==> src/hdl/irt_pkg.sv <==
// Shared types and codes for the indexed record table.
// Holds command and status codes and the input and result beat structs.
// No dependencies.
package irt_pkg;

    localparam int CMD_W    = 3;
    localparam int SLOT_W   = 4;
    localparam int RID_W    = 32;
    localparam int HEARD_W  = 16;
    localparam int RPAY_W   = 64;
    localparam int STATUS_W = 2;
    localparam int FOUND_W  = 4;
    localparam int FCOUNT_W = 5;

    // command codes
    localparam logic [CMD_W-1:0] CMD_WRITE  = 3'd0;
    localparam logic [CMD_W-1:0] CMD_APPEND = 3'd1;
    localparam logic [CMD_W-1:0] CMD_REMOVE = 3'd2;
    localparam logic [CMD_W-1:0] CMD_FIND   = 3'd3;
    localparam logic [CMD_W-1:0] CMD_LEAST  = 3'd4;

    // status codes
    localparam logic [STATUS_W-1:0] ST_OK       = 2'd0;
    localparam logic [STATUS_W-1:0] ST_CAP      = 2'd1;
    localparam logic [STATUS_W-1:0] ST_FILL     = 2'd2;
    localparam logic [STATUS_W-1:0] ST_NOTFOUND = 2'd3;

    typedef struct packed {
        logic [CMD_W-1:0]   cmd;
        logic [SLOT_W-1:0]  slot_index;
        logic [RID_W-1:0]   record_id;
        logic [HEARD_W-1:0] heard_count_in;
        logic [RPAY_W-1:0]  record_payload;
    } in_beat_t;

    typedef struct packed {
        logic [STATUS_W-1:0] status;
        logic [FOUND_W-1:0]  found_index;
        logic [FCOUNT_W-1:0] fill_count;
    } out_beat_t;

endpackage

==> src/hdl/indexed_record_table.sv <==
// Top level of the indexed record table: sequencer, record memory, result register.
// Depends on irt_pkg for command and status codes and the beat structs.
//
// Channel   Direction  Handshake           Payload
// s_        in         s_valid / s_ready   irt_pkg::in_beat_t  (one command per beat)
// m_        out        m_valid / m_ready   irt_pkg::out_beat_t (one result per command)
//
// Write, append and unknown commands pass through S_EXEC and S_RESP to the result.
// Remove, find and least-heard walk the record memory one entry per cycle through
// its single read port; remove starts at the entry after slot_index.
// Reset (aresetn low, synchronous) empties the table; memory contents are not cleared,
// and only entries below the fill count are ever read.
// A result waiting in the output register holds the sequencer before it loads the
// next result; s_ready is high only while the sequencer is idle.
module indexed_record_table #(
    parameter int CAPACITY      = 16,
    parameter int ID_WIDTH      = 32,
    parameter int PAYLOAD_WIDTH = 64
) (
    input  logic                  aclk,
    input  logic                  aresetn,
    input  logic                  s_valid,
    output logic                  s_ready,
    input  irt_pkg::in_beat_t     s_beat,
    output logic                  m_valid,
    input  logic                  m_ready,
    output irt_pkg::out_beat_t    m_beat
);

    localparam int IDX_W  = $clog2(CAPACITY);
    localparam int FILL_W = $clog2(CAPACITY + 1);
    localparam int CMP_W  = (FILL_W > irt_pkg::SLOT_W) ? FILL_W : irt_pkg::SLOT_W;
    localparam int HW     = irt_pkg::HEARD_W;
    localparam int REC_W  = ID_WIDTH + HW + PAYLOAD_WIDTH;

    // sequencer states
    localparam logic [1:0] S_IDLE = 2'd0;
    localparam logic [1:0] S_EXEC = 2'd1;
    localparam logic [1:0] S_SCAN = 2'd2;
    localparam logic [1:0] S_RESP = 2'd3;

    // record layout in memory: {id, heard, payload}
    logic [REC_W-1:0] rec_mem [CAPACITY];

    logic [1:0]                   state_reg, state_next;
    logic [irt_pkg::CMD_W-1:0]    cmd_reg, cmd_next;
    logic [irt_pkg::SLOT_W-1:0]   slot_reg, slot_next;
    logic [ID_WIDTH-1:0]          key_reg, key_next;
    logic [HW-1:0]                heard_reg, heard_next;
    logic [PAYLOAD_WIDTH-1:0]     pay_reg, pay_next;
    logic [FILL_W-1:0]            fill_reg, fill_next;
    logic [FILL_W-1:0]            scan_reg, scan_next;
    logic                         rd_valid_reg, rd_valid_next;
    logic [IDX_W-1:0]             rd_addr_reg, rd_addr_next;
    logic [REC_W-1:0]             rd_data_reg;
    logic                         hit_reg, hit_next;
    logic [IDX_W-1:0]             found_reg, found_next;
    logic [HW-1:0]                least_reg, least_next;
    logic [irt_pkg::STATUS_W-1:0] status_reg, status_next;
    logic                         m_valid_reg, m_valid_next;
    irt_pkg::out_beat_t           m_beat_reg, m_beat_next;

    // memory port controls
    logic                 mem_we;
    logic [IDX_W-1:0]     mem_wr_idx;
    logic [REC_W-1:0]     mem_wr_data;
    logic                 mem_re;
    logic [IDX_W-1:0]     mem_rd_idx;

    // decode helpers
    logic [CMP_W-1:0]     pos_ext;
    logic [CMP_W-1:0]     slot_ext;
    logic [CMP_W-1:0]     fill_ext;
    logic [CMP_W-1:0]     cap_ext;
    logic [ID_WIDTH-1:0]  rd_id;
    logic [HW-1:0]        rd_heard;

    assign s_ready = (state_reg == S_IDLE);
    assign m_valid = m_valid_reg;
    assign m_beat  = m_beat_reg;

    assign slot_ext = CMP_W'(slot_reg);
    assign fill_ext = CMP_W'(fill_reg);
    assign cap_ext  = CMP_W'(CAPACITY);
    assign pos_ext  = (cmd_reg == irt_pkg::CMD_WRITE) ? slot_ext : fill_ext;

    assign rd_id    = rd_data_reg[REC_W-1 -: ID_WIDTH];
    assign rd_heard = rd_data_reg[PAYLOAD_WIDTH +: HW];

    always_comb begin
        state_next    = state_reg;
        cmd_next      = cmd_reg;
        slot_next     = slot_reg;
        key_next      = key_reg;
        heard_next    = heard_reg;
        pay_next      = pay_reg;
        fill_next     = fill_reg;
        scan_next     = scan_reg;
        rd_valid_next = 1'b0;
        rd_addr_next  = rd_addr_reg;
        hit_next      = hit_reg;
        found_next    = found_reg;
        least_next    = least_reg;
        status_next   = status_reg;
        m_valid_next  = m_valid_reg && !m_ready;
        m_beat_next   = m_beat_reg;
        mem_we        = 1'b0;
        mem_wr_idx    = pos_ext[IDX_W-1:0];
        mem_wr_data   = {key_reg, heard_reg, pay_reg};
        mem_re        = 1'b0;
        mem_rd_idx    = scan_reg[IDX_W-1:0];

        unique case (state_reg)
            S_IDLE: begin
                // latch the command beat and clear the per-command result
                if (s_valid) begin
                    cmd_next    = s_beat.cmd;
                    slot_next   = s_beat.slot_index;
                    key_next    = ID_WIDTH'(s_beat.record_id);
                    heard_next  = s_beat.heard_count_in;
                    pay_next    = PAYLOAD_WIDTH'(s_beat.record_payload);
                    hit_next    = 1'b0;
                    found_next  = '0;
                    status_next = irt_pkg::ST_OK;
                    state_next  = S_EXEC;
                end
            end

            S_EXEC: begin
                case (cmd_reg) inside
                    irt_pkg::CMD_WRITE, irt_pkg::CMD_APPEND: begin
                        // check bounds, then store and grow on a write at the end
                        state_next = S_RESP;
                        if (pos_ext >= cap_ext) begin
                            status_next = irt_pkg::ST_CAP;
                        end else if (pos_ext > fill_ext) begin
                            status_next = irt_pkg::ST_FILL;
                        end else begin
                            mem_we = 1'b1;
                            if (pos_ext == fill_ext) begin
                                fill_next = fill_reg + FILL_W'(1);
                            end
                        end
                    end
                    irt_pkg::CMD_REMOVE: begin
                        if (slot_ext >= cap_ext) begin
                            status_next = irt_pkg::ST_CAP;
                            state_next  = S_RESP;
                        end else if (slot_ext >= fill_ext) begin
                            status_next = irt_pkg::ST_FILL;
                            state_next  = S_RESP;
                        end else begin
                            // shift starts at the record after the removed one
                            scan_next  = FILL_W'(slot_ext + CMP_W'(1));
                            state_next = S_SCAN;
                        end
                    end
                    irt_pkg::CMD_FIND, irt_pkg::CMD_LEAST: begin
                        scan_next  = '0;
                        state_next = S_SCAN;
                    end
                    default: begin
                        state_next = S_RESP;
                    end
                endcase
            end

            S_SCAN: begin
                // issue one read per cycle while entries remain
                if (scan_reg < fill_reg) begin
                    mem_re        = 1'b1;
                    rd_valid_next = 1'b1;
                    rd_addr_next  = scan_reg[IDX_W-1:0];
                    scan_next     = scan_reg + FILL_W'(1);
                end

                // consume the entry read in the previous cycle
                if (rd_valid_reg) begin
                    case (cmd_reg)
                        irt_pkg::CMD_REMOVE: begin
                            mem_we      = 1'b1;
                            mem_wr_idx  = rd_addr_reg - IDX_W'(1);
                            mem_wr_data = rd_data_reg;
                        end
                        irt_pkg::CMD_FIND: begin
                            if (!hit_reg && rd_id == key_reg) begin
                                hit_next   = 1'b1;
                                found_next = rd_addr_reg;
                            end
                        end
                        default: begin
                            // least heard: first minimum wins
                            if (rd_addr_reg == '0 || rd_heard < least_reg) begin
                                least_next = rd_heard;
                                found_next = rd_addr_reg;
                            end
                        end
                    endcase
                end

                if (scan_reg >= fill_reg && !rd_valid_reg) begin
                    state_next = S_RESP;
                    case (cmd_reg)
                        irt_pkg::CMD_REMOVE: begin
                            fill_next = fill_reg - FILL_W'(1);
                        end
                        irt_pkg::CMD_FIND: begin
                            if (!hit_reg) begin
                                status_next = irt_pkg::ST_NOTFOUND;
                            end
                        end
                        default: begin
                        end
                    endcase
                end
            end

            S_RESP: begin
                // hold until the output register is free
                if (!m_valid_reg || m_ready) begin
                    m_valid_next            = 1'b1;
                    m_beat_next.status      = status_reg;
                    m_beat_next.found_index = irt_pkg::FOUND_W'(found_reg);
                    m_beat_next.fill_count  = irt_pkg::FCOUNT_W'(fill_reg);
                    state_next              = S_IDLE;
                end
            end

            default: begin
                state_next = S_IDLE;
            end
        endcase
    end

    // record memory: one write port, one registered read port
    always_ff @(posedge aclk) begin
        if (mem_we) begin
            rec_mem[mem_wr_idx] <= mem_wr_data;
        end
        if (mem_re) begin
            rd_data_reg <= rec_mem[mem_rd_idx];
        end
    end

    always_ff @(posedge aclk) begin
        if (!aresetn) begin
            state_reg    <= S_IDLE;
            fill_reg     <= '0;
            rd_valid_reg <= 1'b0;
            m_valid_reg  <= 1'b0;
        end else begin
            state_reg    <= state_next;
            fill_reg     <= fill_next;
            rd_valid_reg <= rd_valid_next;
            m_valid_reg  <= m_valid_next;
        end
        cmd_reg     <= cmd_next;
        slot_reg    <= slot_next;
        key_reg     <= key_next;
        heard_reg   <= heard_next;
        pay_reg     <= pay_next;
        scan_reg    <= scan_next;
        rd_addr_reg <= rd_addr_next;
        hit_reg     <= hit_next;
        found_reg   <= found_next;
        least_reg   <= least_next;
        status_reg  <= status_next;
        m_beat_reg  <= m_beat_next;
    end

endmodule
==> config.mk <==
export PLATFORM = sky130hd
export DESIGN_NAME = indexed_record_table
export DESIGN_NICKNAME = d
export VERILOG_FILES = /design/src/hdl/irt_pkg.sv /design/src/hdl/indexed_record_table.sv
export SDC_FILE = /design/constraint.sdc
export NUM_CORES = 1
export LEC_CHECK = 0
export BUFFER_PORTS_ARGS = -buffer_cell sky130_fd_sc_hd__buf_2
export CAP_MARGIN = 20
export CELL_PAD_IN_SITES_DETAIL_PLACEMENT = 1
export CELL_PAD_IN_SITES_GLOBAL_PLACEMENT = 2
export CORE_MARGIN = 4
export CORE_UTILIZATION = 44
export CTS_BUF_LIST = sky130_fd_sc_hd__clkbuf_2
export DETAILED_ROUTE_END_ITERATION = 10
export PLACE_DENSITY = 0.78
export SLEW_MARGIN = 20
export SYNTH_ARGS = -nofsm -noshare
export SYNTH_HDL_FRONTEND = slang
export SYNTH_SLANG_ARGS = --single-unit
==> constraint.sdc <==
create_clock -name aclk -period 7 [get_ports aclk]
set_input_delay 0.35 -clock aclk [delete_from_list [all_inputs] [get_ports aclk]]
set_output_delay 0.35 -clock aclk [all_outputs]
set_load 0.01 [all_outputs]
==> qor.txt <==
Hold slack: 155 ps
Number of synthesized register bits: 923
Count leader, synth: edfxtp_1
Cells on Worst Hold Path: 3
NumNets Final: 2135
Sequential area share after synthesis: 76.8%
Final Skew: 109 ps
Crit start category: register
Gp weighted congestion: 0.737
CORE AREA: 80800 sq um
RSZ-0062 raised after global routing: no
Worst path cell trace: nor3_2, mux2i_1, inv_1, ha_1, nor2b_1, o211ai_1, a21oi_1, o22ai_1, nand4_1, nor3_2, buf_4
CP Depth: 11
Tcrit/Tclk final: 78.2%
Power Density: 334 nW/um^2
Critical Path Max Stage Delay: 920 ps
Hold Crit Class: input port to register
Die Ht: 294 microns
Worst EP required: 8020 ps
TritonCTS clock tree: built
DRC: 0
Worst path bufs/invs: 2
Drt wl/cell: 26.1 microns
Starting DRT DRC Count: 1528
Max Transition Viols Final: 0
Row count: 104
Total global routing track utilization: 19.8%
Min Tclk post-route: 5470 ps
Syn Nets: 1741
Maximum VDD drop: 0.509 mV
Setup repair bufs after CTS: 0
Area growth, synth to finish: 14.3%
Max Freq: 0.183 GHz
DR vias: 17900
DIE AREA: 86400 sq um
Post-route setup TNS: 0 ps
Initial antenna violation count: 3
Detail Placement HPWL: 44800 microns
Final Hold Viols: 0
Synth top area cells: edfxtp_1, mux4_2, mux2_1
Outcome: finished clean
CTS Buf Count: 219
Clk sinks: 923
Grt ovf: 0
Die X: 294 microns
Vias per cell: 5.59
CP endpoint kind: register
Top cell type's share of synthesized area: 76.3%
Comb power frac: 24.8%
Pre-Repair DR Iteration Count: 5
Distinct cells, synth: 53
Top cell by count, worst path: nor3_2
CTS H-tree lvls: 4
Root buf cell: clkbuf_2
Port bufs: 71
Largest net degree at the start of global routing: 152
Final WL: 83500 microns
Setup-failing EPs final: 0
Starting Density: 44.5%
Delay-heaviest family, CP: simple AND/OR/NAND/NOR gates
Synth warn: 0
Number of synthesized flops with an enable pin: 914
Io pins: 136
Clk pwr share: 25.4%
Worst-Margin Slew: 1120 ps
Switching part of the total: 30.0%
Vias in the first global route: 19700
Finished layout cell area: 41100 sq um
Antenna Violating Nets Remaining: 0
Pleak: 13.4 nW
R2R setup slack: 1530 ps
Slowest stage cell, crit path: nor3_2
First-pass GRT wire length: 126000 microns
Cells after Synth: 1579
Max reg flops: 768
Switch Pwr: 4.12 mW
CTS Buffer Depth: 3
Crit path kind: register to register
Asr flop ratio synth: 0%
Placed cell areas: 37800 sq um
Cell accounting for the most synthesized area: edfxtp_1
Crit Path Max Fanout: 40
Prevailing post-synth register cell: edfxtp_1
Max-cap violations: 0
Clock Latency Late Sink: 1480 ps
Worst Reg-to-Reg Cells: 11
Sequential Power Share: 49.8%
Layout cells sized above 1: 32.6%
Max-slew headroom: 25.4%
Clock Pin Slew Worst Setup and Hold Paths: 110 ps
Post-Syn Area: 36000 sq um
Pint: 9.62 mW
CP arrival: 6490 ps
Synth top cells by count: edfxtp_1, mux4_2, mux2_1, clkbuf_1, xnor2_1
Post-Syn Area per Cell: 22.8 sq um
-- stage by stage --
stage          setup slack (ps)  instances  total power, mW  util [%]
2_1_floorplan               826       1579             9.41         -
6_report                   1530       3201             13.7      50.9
3_3_place_gp               1750       2679             10.3      46.8
3_5_place_dp               1660       2679             10.4      46.8
5_1_grt                    1140       3198             14.5      50.9
4_1_cts                    1540       3194             13.9      50.9
-- tightest hold or removal path, stage by stage --
cell           delay, ps
dlygate4sd3_1        520
buf_2                 90
dlygate4sd3_1        530
-- worst paths after layout --
kind           startpoint               to
max            cmd_reg[2]  rec_mem[0][104]
min           s_beat[112]      slot_reg[0]
max reg2reg    cmd_reg[2]  rec_mem[0][104]
min reg2reg  found_reg[1]        m_beat[6]
-- layout by cell type, fill, tap and decap left out, types with 3 or more instances in the layout --
cell,n
nand3_1,13
a21oi_1,23
nor2_1,19
and4_2,8
mux2i_1,10
xor2_1,4
inv_6,5
dfxtp_1,9
buf_4,28
mux4_2,240
nor3_2,4
nand4_1,13
nor3_1,5
nand2_1,18
inv_1,33
a21o_1,5
and2_1,4
dlygate4sd3_1,133
o21ai_1,6
edfxtp_1,914
xnor2_1,39
bufinv_16,4
o21ai_0,8
ha_1,38
nand2b_1,5
clkinv_1,57
diode_2,7
clkinv_2,9
clkbuf_2,302
nor2_4,7
mux2_1,48
nor2b_1,9
buf_2,71
buf_12,6
clkinvlp_4,3
-- final cells by class --
class / instances / area (sq um)
Antenna cell: 7 / 17.5
Clock buffer: 302 / 1510
Clock inverter: 80 / 465
Fill cell: 7316 / 39700
Inverter: 35 / 131
Multi-Input combinational cell: 556 / 8010
Sequential cell: 923 / 27600
Tap cell: 1060 / 1330
Timing Repair Buffer: 238 / 2020
-- layer usage --
metal	vias up	part of all wire [%]	global-route usage (%)
met1	9598	42	26.3
li1	7567	-	-
met2	604	51	33.3
met3	122	5.6	4.23
met5	-	0	0
met4	0	1.8	5.96
-- power groups by stage --
| stage | clock (mW) | combinational [mW] | sequential [mW] |
|---|---|---|---|
| 2_1_floorplan | 0 | 2.51 | 6.90 |
| 3_3_place_gp | 0 | 3.30 | 6.96 |
| 3_5_place_dp | 0 | 3.41 | 6.98 |
| 4_1_cts | 3.60 | 3.49 | 6.85 |
| 5_1_grt | 3.94 | 3.71 | 6.87 |
| 6_report | 3.48 | 3.41 | 6.85 |
-- repair_timing --
action | in CTS | in global routing
endpoints found under the hold margin | 137 | 0
hold buffers | 133 | 0
resized for setup | 0 | 0
-- kinds of logic after synthesis --
logic type	synth area share, %
DFF	76.8
buffers and inverters	1.14
and+or+nand+nor	1.83
xor gates and xnor gates	1.05
AOI/OAI and AO/OA	0.995
muxes	16.8
adders and majority gates	1.38
(Power assumes the default switching activity.)
